===== config.mk =====
export PLATFORM = sky130hd
export DESIGN_NAME = slot_mailbox_send_receive_top
export DESIGN_NICKNAME = d
export VERILOG_FILES = /design/src/smb_pkg.sv /design/src/smb_ctrl.sv /design/src/smb_datapath.sv /design/src/slot_mailbox_send_receive_top.sv
export SDC_FILE = /design/constraint.sdc
export NUM_CORES = 1
export LEC_CHECK = 0
export BUFFER_PORTS_ARGS = -buffer_cell sky130_fd_sc_hd__buf_2
export CAP_MARGIN = 40
export CORE_MARGIN = 2
export CORE_UTILIZATION = 65
export CTS_CLUSTER_DIAMETER = 100
export CTS_CLUSTER_SIZE = 28
export DETAILED_ROUTE_END_ITERATION = 7
export HOLD_SLACK_MARGIN = 0.08
export PLACE_DENSITY = 0.84
export REMOVE_ABC_BUFFERS = 1
export SYNTH_ARGS = -nofsm -noshare
export SYNTH_HDL_FRONTEND = slang
export SYNTH_SLANG_ARGS = --single-unit

===== constraint.sdc =====
create_clock -name clk -period 12.1 [get_ports clk]
set_input_delay 0.605 -clock clk [delete_from_list [all_inputs] [get_ports clk]]
set_output_delay 0.605 -clock clk [all_outputs]
set_load 0.03 [all_outputs]

===== src/smb_pkg.sv =====
// Shared types and constants for the slot mailbox.
// Used by the controller, the datapath and the top level; no dependencies.
`default_nettype none

package smb_pkg;

	localparam int SLOT_COUNT_DEF    = 8;
	localparam int MESSAGE_BYTES_DEF = 8;

	localparam logic OP_SEND = 1'b0;
	localparam logic OP_RECV = 1'b1;

	localparam logic [1:0] ST_DONE  = 2'd0;
	localparam logic [1:0] ST_FULL  = 2'd1;
	localparam logic [1:0] ST_EMPTY = 2'd2;

	typedef enum logic {
		S_IDLE,
		S_SCAN
	} state_t;

	// controller to datapath
	typedef struct packed {
		logic load;
		logic advance;
		logic finish;
	} smb_cmd_t;

	// datapath to controller
	typedef struct packed {
		logic hit;
		logic last;
	} smb_stat_t;

endpackage

`default_nettype wire


===== src/smb_ctrl.sv =====
// Scan controller for the slot mailbox.
// Depends on smb_pkg for the state, command and status types.
`default_nettype none

module smb_ctrl (
	input  wire logic              clk,
	input  wire logic              arst_n,
	input  wire logic              start,
	input  wire smb_pkg::smb_stat_t stat,
	output smb_pkg::smb_cmd_t      cmd,
	output logic                   busy
);
	import smb_pkg::*;

	state_t state_q;
	state_t state_d;

	always_ff @(posedge clk or negedge arst_n) begin
		if (!arst_n) begin
			state_q <= S_IDLE;
		end else begin
			state_q <= state_d;
		end
	end

	always_comb begin
		state_d = state_q;
		case (state_q)
			S_IDLE: begin
				if (start) begin
					state_d = S_SCAN;
				end
			end
			S_SCAN: begin
				if (stat.hit || stat.last) begin
					state_d = S_IDLE;
				end
			end
			default: state_d = S_IDLE;
		endcase
	end

	always_comb begin
		cmd  = '0;
		busy = 1'b0;
		case (state_q)
			S_IDLE: begin
				cmd.load = start;
			end
			S_SCAN: begin
				busy        = 1'b1;
				cmd.finish  = stat.hit || stat.last;
				cmd.advance = !(stat.hit || stat.last);
			end
			default: begin
				busy = 1'b0;
			end
		endcase
	end

endmodule

`default_nettype wire


===== src/smb_datapath.sv =====
// Slot storage, scan index and result registers for the slot mailbox.
// Depends on smb_pkg for op and status codes and the command/status structs.
`default_nettype none

module smb_datapath #(
	parameter int SLOT_COUNT    = smb_pkg::SLOT_COUNT_DEF,
	parameter int MESSAGE_BYTES = smb_pkg::MESSAGE_BYTES_DEF
) (
	input  wire logic               clk,
	input  wire logic               arst_n,
	input  wire smb_pkg::smb_cmd_t  cmd,
	output smb_pkg::smb_stat_t      stat,
	input  wire logic               operation,
	input  wire logic signed [15:0] sender_id,
	input  wire logic [14:0]        receiver_id,
	input  wire logic [63:0]        payload_in,
	output logic                    done,
	output logic [1:0]              status,
	output logic [63:0]             payload_out
);
	import smb_pkg::*;

	localparam int IDX_W = (SLOT_COUNT > 1) ? $clog2(SLOT_COUNT) : 1;
	localparam int PAY_W = 8 * MESSAGE_BYTES;

	// request captured at accept
	logic             op_q;
	logic             snd_free_q;
	logic [14:0]      rcv_q;
	logic [PAY_W-1:0] pay_q;

	// per-slot flags: sender free, receiver present
	logic [SLOT_COUNT-1:0] free_q;
	logic [SLOT_COUNT-1:0] rvalid_q;

	logic [14:0]      rcv_mem_q [SLOT_COUNT];
	logic [PAY_W-1:0] pay_mem_q [SLOT_COUNT];
	logic [14:0]      rcv_rd_q;
	logic [PAY_W-1:0] pay_rd_q;

	logic [IDX_W-1:0] idx_q;
	logic [IDX_W-1:0] rd_addr;
	logic             rd_en;
	logic             hit;
	logic             commit;

	logic             done_q;
	logic [1:0]       status_q;
	logic [63:0]      payload_out_q;

	assign rd_addr = cmd.load ? '0 : IDX_W'(idx_q + 1'b1);
	assign rd_en   = cmd.load || cmd.advance;

	assign hit = (op_q == OP_SEND) ? free_q[idx_q]
	                               : (rvalid_q[idx_q] && (rcv_rd_q == rcv_q));
	assign stat.hit  = hit;
	assign stat.last = (idx_q == IDX_W'(SLOT_COUNT - 1));
	assign commit    = cmd.finish && hit;

	always_ff @(posedge clk) begin
		if (cmd.load) begin
			op_q       <= operation;
			snd_free_q <= (sender_id == 16'sd0) || sender_id[15];
			rcv_q      <= receiver_id;
			pay_q      <= payload_in[PAY_W-1:0];
		end
	end

	always_ff @(posedge clk) begin
		if (rd_en) begin
			rcv_rd_q <= rcv_mem_q[rd_addr];
			pay_rd_q <= pay_mem_q[rd_addr];
		end
		if (commit && (op_q == OP_SEND)) begin
			rcv_mem_q[idx_q] <= rcv_q;
			pay_mem_q[idx_q] <= pay_q;
		end
	end

	always_ff @(posedge clk) begin
		if (cmd.load) begin
			idx_q <= '0;
		end else if (cmd.advance) begin
			idx_q <= IDX_W'(idx_q + 1'b1);
		end
	end

	// a slot written with a zero or negative sender stays free yet receivable
	always_ff @(posedge clk or negedge arst_n) begin
		if (!arst_n) begin
			free_q   <= '1;
			rvalid_q <= '0;
		end else if (commit) begin
			if (op_q == OP_SEND) begin
				free_q[idx_q]   <= snd_free_q;
				rvalid_q[idx_q] <= 1'b1;
			end else begin
				free_q[idx_q]   <= 1'b1;
				rvalid_q[idx_q] <= 1'b0;
			end
		end
	end

	always_ff @(posedge clk or negedge arst_n) begin
		if (!arst_n) begin
			done_q <= 1'b0;
		end else begin
			done_q <= cmd.finish;
		end
	end

	always_ff @(posedge clk) begin
		if (cmd.finish) begin
			if (hit) begin
				status_q <= ST_DONE;
			end else if (op_q == OP_SEND) begin
				status_q <= ST_FULL;
			end else begin
				status_q <= ST_EMPTY;
			end
			payload_out_q <= (hit && (op_q == OP_RECV)) ? 64'(pay_rd_q) : 64'd0;
		end
	end

	assign done        = done_q;
	assign status      = status_q;
	assign payload_out = payload_out_q;

endmodule

`default_nettype wire


===== src/slot_mailbox_send_receive_top.sv =====
// Top level of the slot mailbox: controller plus datapath.
// Depends on smb_pkg, smb_ctrl and smb_datapath.
`default_nettype none

// Usage
//   Request channel: drive operation, sender_id, receiver_id and payload_in
//   and raise start; the item is taken at the edge where start is high and
//   busy is low. busy stays high while the slot table is scanned.
//   Result channel: done is high for one cycle with status and payload_out.
//   The receiver cannot stall; it must take the result in that cycle.
//   A send takes the lowest slot whose sender is zero or negative; a receive
//   takes the lowest slot whose receiver matches and frees it.
//   A scan stops at the first matching slot or at the last slot, and done
//   is registered from that final scan step. The scan reads one slot per
//   cycle through the single read port of the slot memories; busy falls as
//   done rises, so the next item can be accepted at the edge that ends the
//   done cycle; a new item is not taken while a scan is running.
//   Reset: all slots are empty and free; per-slot flags reset at once, so no
//   clearing pass is needed and the block accepts an item right after reset.

module slot_mailbox_send_receive_top #(
	parameter int SLOT_COUNT    = smb_pkg::SLOT_COUNT_DEF,
	parameter int MESSAGE_BYTES = smb_pkg::MESSAGE_BYTES_DEF
) (
	input  wire logic               clk,
	input  wire logic               arst_n,
	input  wire logic               start,
	output logic                    busy,
	input  wire logic               operation,
	input  wire logic signed [15:0] sender_id,
	input  wire logic [14:0]        receiver_id,
	input  wire logic [63:0]        payload_in,
	output logic                    done,
	output logic [1:0]              status,
	output logic [63:0]             payload_out
);
	import smb_pkg::*;

	smb_cmd_t  cmd;
	smb_stat_t stat;

	smb_ctrl u_ctrl (
		.clk    (clk),
		.arst_n (arst_n),
		.start  (start),
		.stat   (stat),
		.cmd    (cmd),
		.busy   (busy)
	);

	smb_datapath #(
		.SLOT_COUNT    (SLOT_COUNT),
		.MESSAGE_BYTES (MESSAGE_BYTES)
	) u_dp (
		.clk         (clk),
		.arst_n      (arst_n),
		.cmd         (cmd),
		.stat        (stat),
		.operation   (operation),
		.sender_id   (sender_id),
		.receiver_id (receiver_id),
		.payload_in  (payload_in),
		.done        (done),
		.status      (status),
		.payload_out (payload_out)
	);

`ifndef SYNTHESIS
	a_accept_busy: assert property (@(posedge clk) disable iff (!arst_n)
		(start && !busy) |=> busy)
		else $error("accepted item did not start a scan");

	a_done_idle: assert property (@(posedge clk) disable iff (!arst_n)
		done |-> !busy)
		else $error("result shown while scan still running");

	a_fail_zero: assert property (@(posedge clk) disable iff (!arst_n)
		(done && (status != ST_DONE)) |-> (payload_out == 64'd0))
		else $error("failed request returned a payload");

	a_status_code: assert property (@(posedge clk) disable iff (!arst_n)
		done |-> (status == ST_DONE || status == ST_FULL || status == ST_EMPTY))
		else $error("undefined status code");
`endif

endmodule

`default_nettype wire


==> results of run 1 <==
cell type report:
type | instances | share of cell area [%]
multi-input cells | 819 | 17.5
clock buffers | 52 | 2.83
flip-flops and latches | 879 | 72.6
clock inverters | 3 | 0.0898
inverters | 84 | 0.892
well taps | 672 | 2.32
repair buffers | 198 | 3.78
worst max-delay path, delay by kind of cell (launching register included):
family / cells / cell delay (ns)
AOI/OAI and AO/OA: 2 / 0.55
buffers and inverters: 2 / 0.66
DFF: 1 / 0.89
muxes: 1 / 0.27
and+or+nand+nor: 3 / 1.51
per-layer routing:
metal | track usage (%) | wire [um] | vias to the layer above
li1 | - | - | 7556
met1 | 35.1 | 26000 | 8808
met2 | 43.6 | 34600 | 905
met3 | 4.24 | 5660 | 101
met4 | 7.30 | 1400 | 0
met5 | 0 | 0 | -
per-stage QoR:
stage	utilization (%)	cells
5_1_grt	71.9	2707
2_1_floorplan	-	1782
6_report	71.9	2707
3_5_place_dp	69.8	2651
3_3_place_gp	69.0	2636
4_1_cts	71.9	2707
cell families after synthesis:
logic type / synth area share [%]
mux: 7.97
simple gates: 4.98
buf+inv: 2.32
fa+ha+maj: 0.0752
flops: 79.0
xor+xnor: 0.395
compound gates: 5.25
synth_stat cells, types with 2 or more instances:
master	n
buf_2	20
ha_1	2
dfxtp_1	3
nand3_1	7
buf_4	4
edfxtp_1	858
o21ai_1	9
nand2_1	170
inv_1	84
buf_1	6
nor3_1	83
nor4_1	4
mux4_2	79
a211oi_1	2
and2_1	64
xor2_1	7
mux2i_1	86
nor2b_1	2
o21ai_0	88
o221ai_1	80
a21oi_1	88
clkbuf_1	78
nand2b_1	2
nor2_1	18
xnor2_1	8
nand4_1	3
dfstp_2	8
dfrtp_1	10
o22a_1	7
state kept, by name (all words and copies together) (netlist names), named ones only:
signal	count
u_dp.done	1
u_dp.pay_rd_q	64
u_dp.pay_mem_q	512
u_dp.snd_free_q	1
u_ctrl.state_q	1
u_dp.rcv_rd_q	15
u_dp.idx_q	3
u_dp.op_q	1
u_dp.pay_q	64
u_dp.status	2
u_dp.free_q	8
u_dp.rcv_q	15
u_dp.rcv_mem_q	120
u_dp.payload_out	64
power by group through the flow:
stage          sequential, W  clock, W  combinational, W
2_1_floorplan        0.00454         0           0.00200
3_3_place_gp         0.00442         0           0.00247
3_5_place_dp         0.00444         0           0.00265
4_1_cts              0.00437   0.00148           0.00268
5_1_grt              0.00442   0.00157           0.00288
6_report             0.00438   0.00146           0.00266
final timing paths:
kind                                                 start                           to  slack, ns
worst max-delay path            u_dp.idx_q[0]$_SDFFE_PP0P_  u_dp.pay_rd_q[25]$_DFFE_PP_       7.83
worst min-delay path                        payload_in[44]     u_dp.pay_q[44]$_DFFE_PP_       0.17
worst max register to register  u_dp.idx_q[0]$_SDFFE_PP0P_  u_dp.pay_rd_q[25]$_DFFE_PP_       7.83
worst min register to register  u_dp.free_q[4]$_DFFE_PN1P_   u_dp.free_q[4]$_DFFE_PN1P_       0.51
max in group asynchronous                           arst_n   u_dp.free_q[0]$_DFFE_PN1P_      11.28
min in group asynchronous                           arst_n   asynchronous set/reset pin       0.48
==> impl_metrics.env, run 1 <==
export IMPL_drt_iter0_drc=1854
export IMPL_hold_path_class="input pin to flop"
export IMPL_numCtsBuffers=37
export IMPL_rsz0062_at_grt="false"
export IMPL_cts_path_max_buffers=3
export IMPL_yosysSeqAreaShare_pct=79.0
export IMPL_pre_cts_slack_ns=7.92
export IMPL_total_power_w=0.00849
export IMPL_mostFrequentLayoutCells="edfxtp_1 (858), nand2_1 (168), buf_2 (166)"
export IMPL_wl_um=67600
export IMPL_n_fill_cell=2860
export IMPL_drtAntennaViolNets=0
export IMPL_drt_first_pass_iters=6
export IMPL_synth_area_top_cells="edfxtp_1 (77%), mux4_2 (5.3%), mux2i_1 (2.6%)"
export IMPL_hpwl_um=37000
export IMPL_synth_cells=1891
export IMPL_crit_top_cell="a211oi_1"
export IMPL_clk_insertion_delay_late_ns=0.60
export IMPL_required_ns=12.37
export IMPL_p_per_area_nw_per_um2=235
export IMPL_synth_seq_cells=879
export IMPL_synth_top_cell_by_area="edfxtp_1"
export IMPL_status="finished, final reports clean"
export IMPL_placed_cell_area_um2=35100
export IMPL_p_comb_share_pct=31.3
export IMPL_path_cells="mux2i_1 > a211oi_1 > a211oi_1 > or4b_1 > and4b_1 > or2_4 > buf_4 > buf_16"
export IMPL_grt_pass1_vias=17600
export IMPL_cts_reportedPaths_clkPinSlew_ns=0.10
export IMPL_fin_nets=2120
export IMPL_place_gp_congestion=0.815
export IMPL_vias_per_cell=6.42
export IMPL_fin_ws_ns=7.83
export IMPL_synth_edf_count=858
export IMPL_fmax_mhz=234
export IMPL_die_width_um=230
export IMPL_drc=0
export IMPL_end_kind="flop"
export IMPL_num_rows=82
export IMPL_maxCapViolCount=0
export IMPL_initial_utilization_pct=66.0
export IMPL_antenna_found_initial=0
export IMPL_post_cts_buffers=0
export IMPL_die_area_um2=53000
export IMPL_fin_area_um2=36200
export IMPL_core_area_um2=50400
export IMPL_ctsHtreeMaxLevel=2
export IMPL_drive_above_1_share_pct=17.0
export IMPL_power_internal_w=0.00566
export IMPL_layout_commonest_cell="edfxtp_1"
export IMPL_grtUsageTotal_pct=25.7
export IMPL_synth_distinct_cells=40
export IMPL_synthToLayoutAreaGrowth_pct=8.83
export IMPL_crit_path_max_incr_delay_ns=0.89
export IMPL_root_buffer="clkbuf_16"
export IMPL_grt_pass1_wl_um=102000
export IMPL_slew_headroom_pct=21.0
export IMPL_die_h_um=230
export IMPL_io_pins=167
export IMPL_wl_per_cell_um=25.0
export IMPL_seqPwrFrac_pct=51.5
export IMPL_port_buffers=166
export IMPL_grt_overflow=0
export IMPL_drv_slew=0
export IMPL_ctsResizeCount=0
export IMPL_clock_power_share_pct=17.1
export IMPL_fin_crit_sh_pct=35.3
export IMPL_p_sw_w=0.00284
export IMPL_worstHoldPathCells=1
export IMPL_postCtsHoldBufs=1
export IMPL_grt_max_degree=195
export IMPL_min_period_ns=4.27
export IMPL_setup_tns_ns=0
export IMPL_start_kind="flop"
export IMPL_multi_input_area_um2=6330
export IMPL_switching_share_pct=33.4
export IMPL_peakVddDrop_v=0.000309
export IMPL_tritoncts="done"
export IMPL_path_max_fanout=64
export IMPL_p_leak_nw=12.1
export IMPL_crit_type="flop to flop"
export IMPL_antennaDiodeCount=0
export IMPL_arrival_ns=4.54
export IMPL_clock_sinks=879
export IMPL_ff2ff_path_depth=8
export IMPL_ys_warnings_count=0
export IMPL_vias=17400
export IMPL_synth_top_cell_area_share_pct=77.4
export IMPL_seqCellArea_um2=26300
export IMPL_fin_hold_ws_ns=0.170
export IMPL_finClkSkew_ns=0.0346
export IMPL_setup_viol=0
export IMPL_hold_viol=0
export IMPL_synth_main_ff_cell="edfxtp_1"
export IMPL_cp_slowest_cell="dfxtp_4"
export IMPL_syn_cell_area_um2=33300
export IMPL_synth_avg_cell_area_um2=17.6
export IMPL_worstMarginPinSlew_ns=1.19
export IMPL_synthArstFlopShare_pct=2.05
No activity file was read; power rests on OpenSTA's default activity.
==> run 2: changes to the inputs <==
CORE_UTILIZATION = 61   (was 65)
PLACE_DENSITY = 0.79   (was 0.84)
clock period = 4.2 ns   (was 12.1 ns; I/O delays follow)
==> run 2 against run 1 <==
Against the previous run: first-iteration DRC count rose by 30%; non-clock buffer count up 90; power rose to 2.9 times the previous value; critical endpoint is now u_dp.pay_rd_q[27]$_DFFE_PP_; largest power group unchanged.
==> impl_metrics.env, run 2 (synthesized netlist as in run 1, its figures left out) <==
export IMPL_seqCellArea_um2=26300
export IMPL_wl_um=69500
export IMPL_fin_nets=2210
export IMPL_crit_type="flop to flop"
export IMPL_port_buffers=166
export IMPL_root_buffer="clkbuf_16"
export IMPL_mostFrequentLayoutCells="edfxtp_1 (858), nand2_1 (168), buf_2 (166)"
export IMPL_drt_first_pass_iters=5
export IMPL_rsz0062_at_grt="false"
export IMPL_initial_utilization_pct=61.7
export IMPL_layout_commonest_cell="edfxtp_1"
export IMPL_hold_viol=0
export IMPL_core_area_um2=53900
export IMPL_finClkSkew_ns=0.0243
export IMPL_slew_headroom_pct=39.6
export IMPL_die_width_um=238
export IMPL_synthToLayoutAreaGrowth_pct=11.5
export IMPL_status="finished, final reports clean"
export IMPL_setup_tns_ns=0
export IMPL_path_max_fanout=41
export IMPL_antenna_found_initial=0
export IMPL_n_fill_cell=3244
export IMPL_ctsHtreeMaxLevel=2
export IMPL_cts_reportedPaths_clkPinSlew_ns=0.10
export IMPL_drive_above_1_share_pct=16.5
export IMPL_finish_utilization_pct=68.8
export IMPL_io_pins=167
export IMPL_vias_per_cell=6.26
export IMPL_fmax_mhz=294
export IMPL_clk_insertion_delay_late_ns=0.61
export IMPL_grt_overflow=0
export IMPL_peakVddDrop_v=0.000853
export IMPL_end_kind="flop"
export IMPL_grt_pass1_wl_um=105000
export IMPL_maxCapViolCount=0
export IMPL_largest_register_ff_count=512
export IMPL_cts_path_max_buffers=3
export IMPL_grt_pass1_vias=17800
export IMPL_r2r_slack_ns=0.80
export IMPL_start_kind="flop"
export IMPL_clock_sinks=879
export IMPL_wl_per_cell_um=24.6
export IMPL_tritoncts="done"
export IMPL_crit_path_max_incr_delay_ns=0.70
export IMPL_hpwl_um=35600
export IMPL_path_buf_inv=1
export IMPL_grtUsageTotal_pct=24.8
export IMPL_die_area_um2=56400
export IMPL_path_cells="mux2i_1 > o21ai_1 > a211oi_1 > or4b_1 > and4b_1 > or2_4 > buf_12"
export IMPL_grt_max_degree=157
export IMPL_worstMarginPinSlew_ns=0.906
export IMPL_p_leak_nw=12.4
export IMPL_drv_slew=0
export IMPL_place_gp_congestion=0.820
export IMPL_min_period_ns=3.40
export IMPL_drtAntennaViolNets=0
export IMPL_largest_register="u_dp.pay_mem_q"
export IMPL_fin_crit_sh_pct=81.0
export IMPL_reg_largest_list="u_dp.pay_mem_q: 512 flops, u_dp.rcv_mem_q: 120 flops"
export IMPL_numCtsBuffers=37
export IMPL_drt_iter0_drc=2419
export IMPL_p_per_area_nw_per_um2=663
export IMPL_vias=17700
export IMPL_drc=0
export IMPL_setup_viol=0
export IMPL_hold_path_class="input pin to flop"
export IMPL_antennaDiodeCount=0
export IMPL_die_h_um=238
export IMPL_required_ns=4.48
export IMPL_arrival_ns=3.68
export IMPL_crit_family="simple AND/OR/NAND/NOR gates"
export IMPL_cp_slowest_cell="or2_4"
export IMPL_multi_input_area_um2=6330
export IMPL_num_rows=85
==> run 2: layer usage <==
| metal | routed length [um] | global-route usage [%] | share of wire, % | vias up |
|---|---|---|---|---|
| met3 | 5290 | 2.69 | 7.6 | 129 |
| met4 | 2010 | 8.44 | 2.9 | 0 |
| met1 | 27800 | 35.2 | 40 | 8932 |
| li1 | - | - | - | 7740 |
| met5 | 0 | 0 | 0 | - |
| met2 | 34400 | 41.2 | 49 | 865 |
==> run 2: power by group <==
part | switching (W) | internal, W
clock | 0.00249 | 0.00173
combinational | 0.00502 | 0.00288
sequential | 0.000697 | 0.0118
==> run 2: worst min-delay path, cell delays in order <==
cell and delay [ns]:
buf_2 0.12, nand2b_1 0.21, nand2_1 0.13, mux2i_1 0.06
==> run 2: path summary, 6_finish.rpt <==
kind,startpoint,to,cells after the start
setup / recovery,u_dp.idx_q[1]$_SDFFE_PP0P_,u_dp.pay_rd_q[27]$_DFFE_PP_,7
hold / removal,start,u_dp.idx_q[0]$_SDFFE_PP0P_,4
setup reg to reg,u_dp.idx_q[1]$_SDFFE_PP0P_,u_dp.pay_rd_q[27]$_DFFE_PP_,7
hold reg to reg,u_dp.pay_rd_q[62]$_DFFE_PP_,u_dp.payload_out[62]$_SDFFCE_PN0P_,1
max in group asynchronous,arst_n,asynchronous set/reset pin,4
min in group asynchronous,arst_n,asynchronous set/reset pin,3
==> run 2: per-stage QoR <==
step                      hold WS (ns)  setup WS [ns]  cell area [um^2]  power, W  instances
after detailed placement         0.172          0.915             35200    0.0205       2681
after CTS                        0.135          0.888             37100    0.0246       2820
final                            0.168          0.798             37100    0.0246       2820
after floorplan                -0.0856         -13.18             32800    0.0173       1782
after global placement           0.164          0.971             35100    0.0201       2679
after global routing             0.196          0.716             37100    0.0257       2820
==> run 2: final cells by class <==
| type | instances | area share [%] |
|---|---|---|
| Clock buffer | 51 | 2.75 |
| Clock inverter | 3 | 0.0809 |
| Inverter | 84 | 0.863 |
| Multi-Input combinational cell | 819 | 17.1 |
| Sequential cell | 879 | 70.9 |
| Tap cell | 696 | 2.35 |
| Timing Repair Buffer | 288 | 6.03 |
==> run 2: timing repair <==
action	in CTS	in global routing
setup endpoints to repair	0	0
setup buffers	0	0
endpoints found under the hold margin	99	0
hold buffers	85	0
resized for setup	0	0
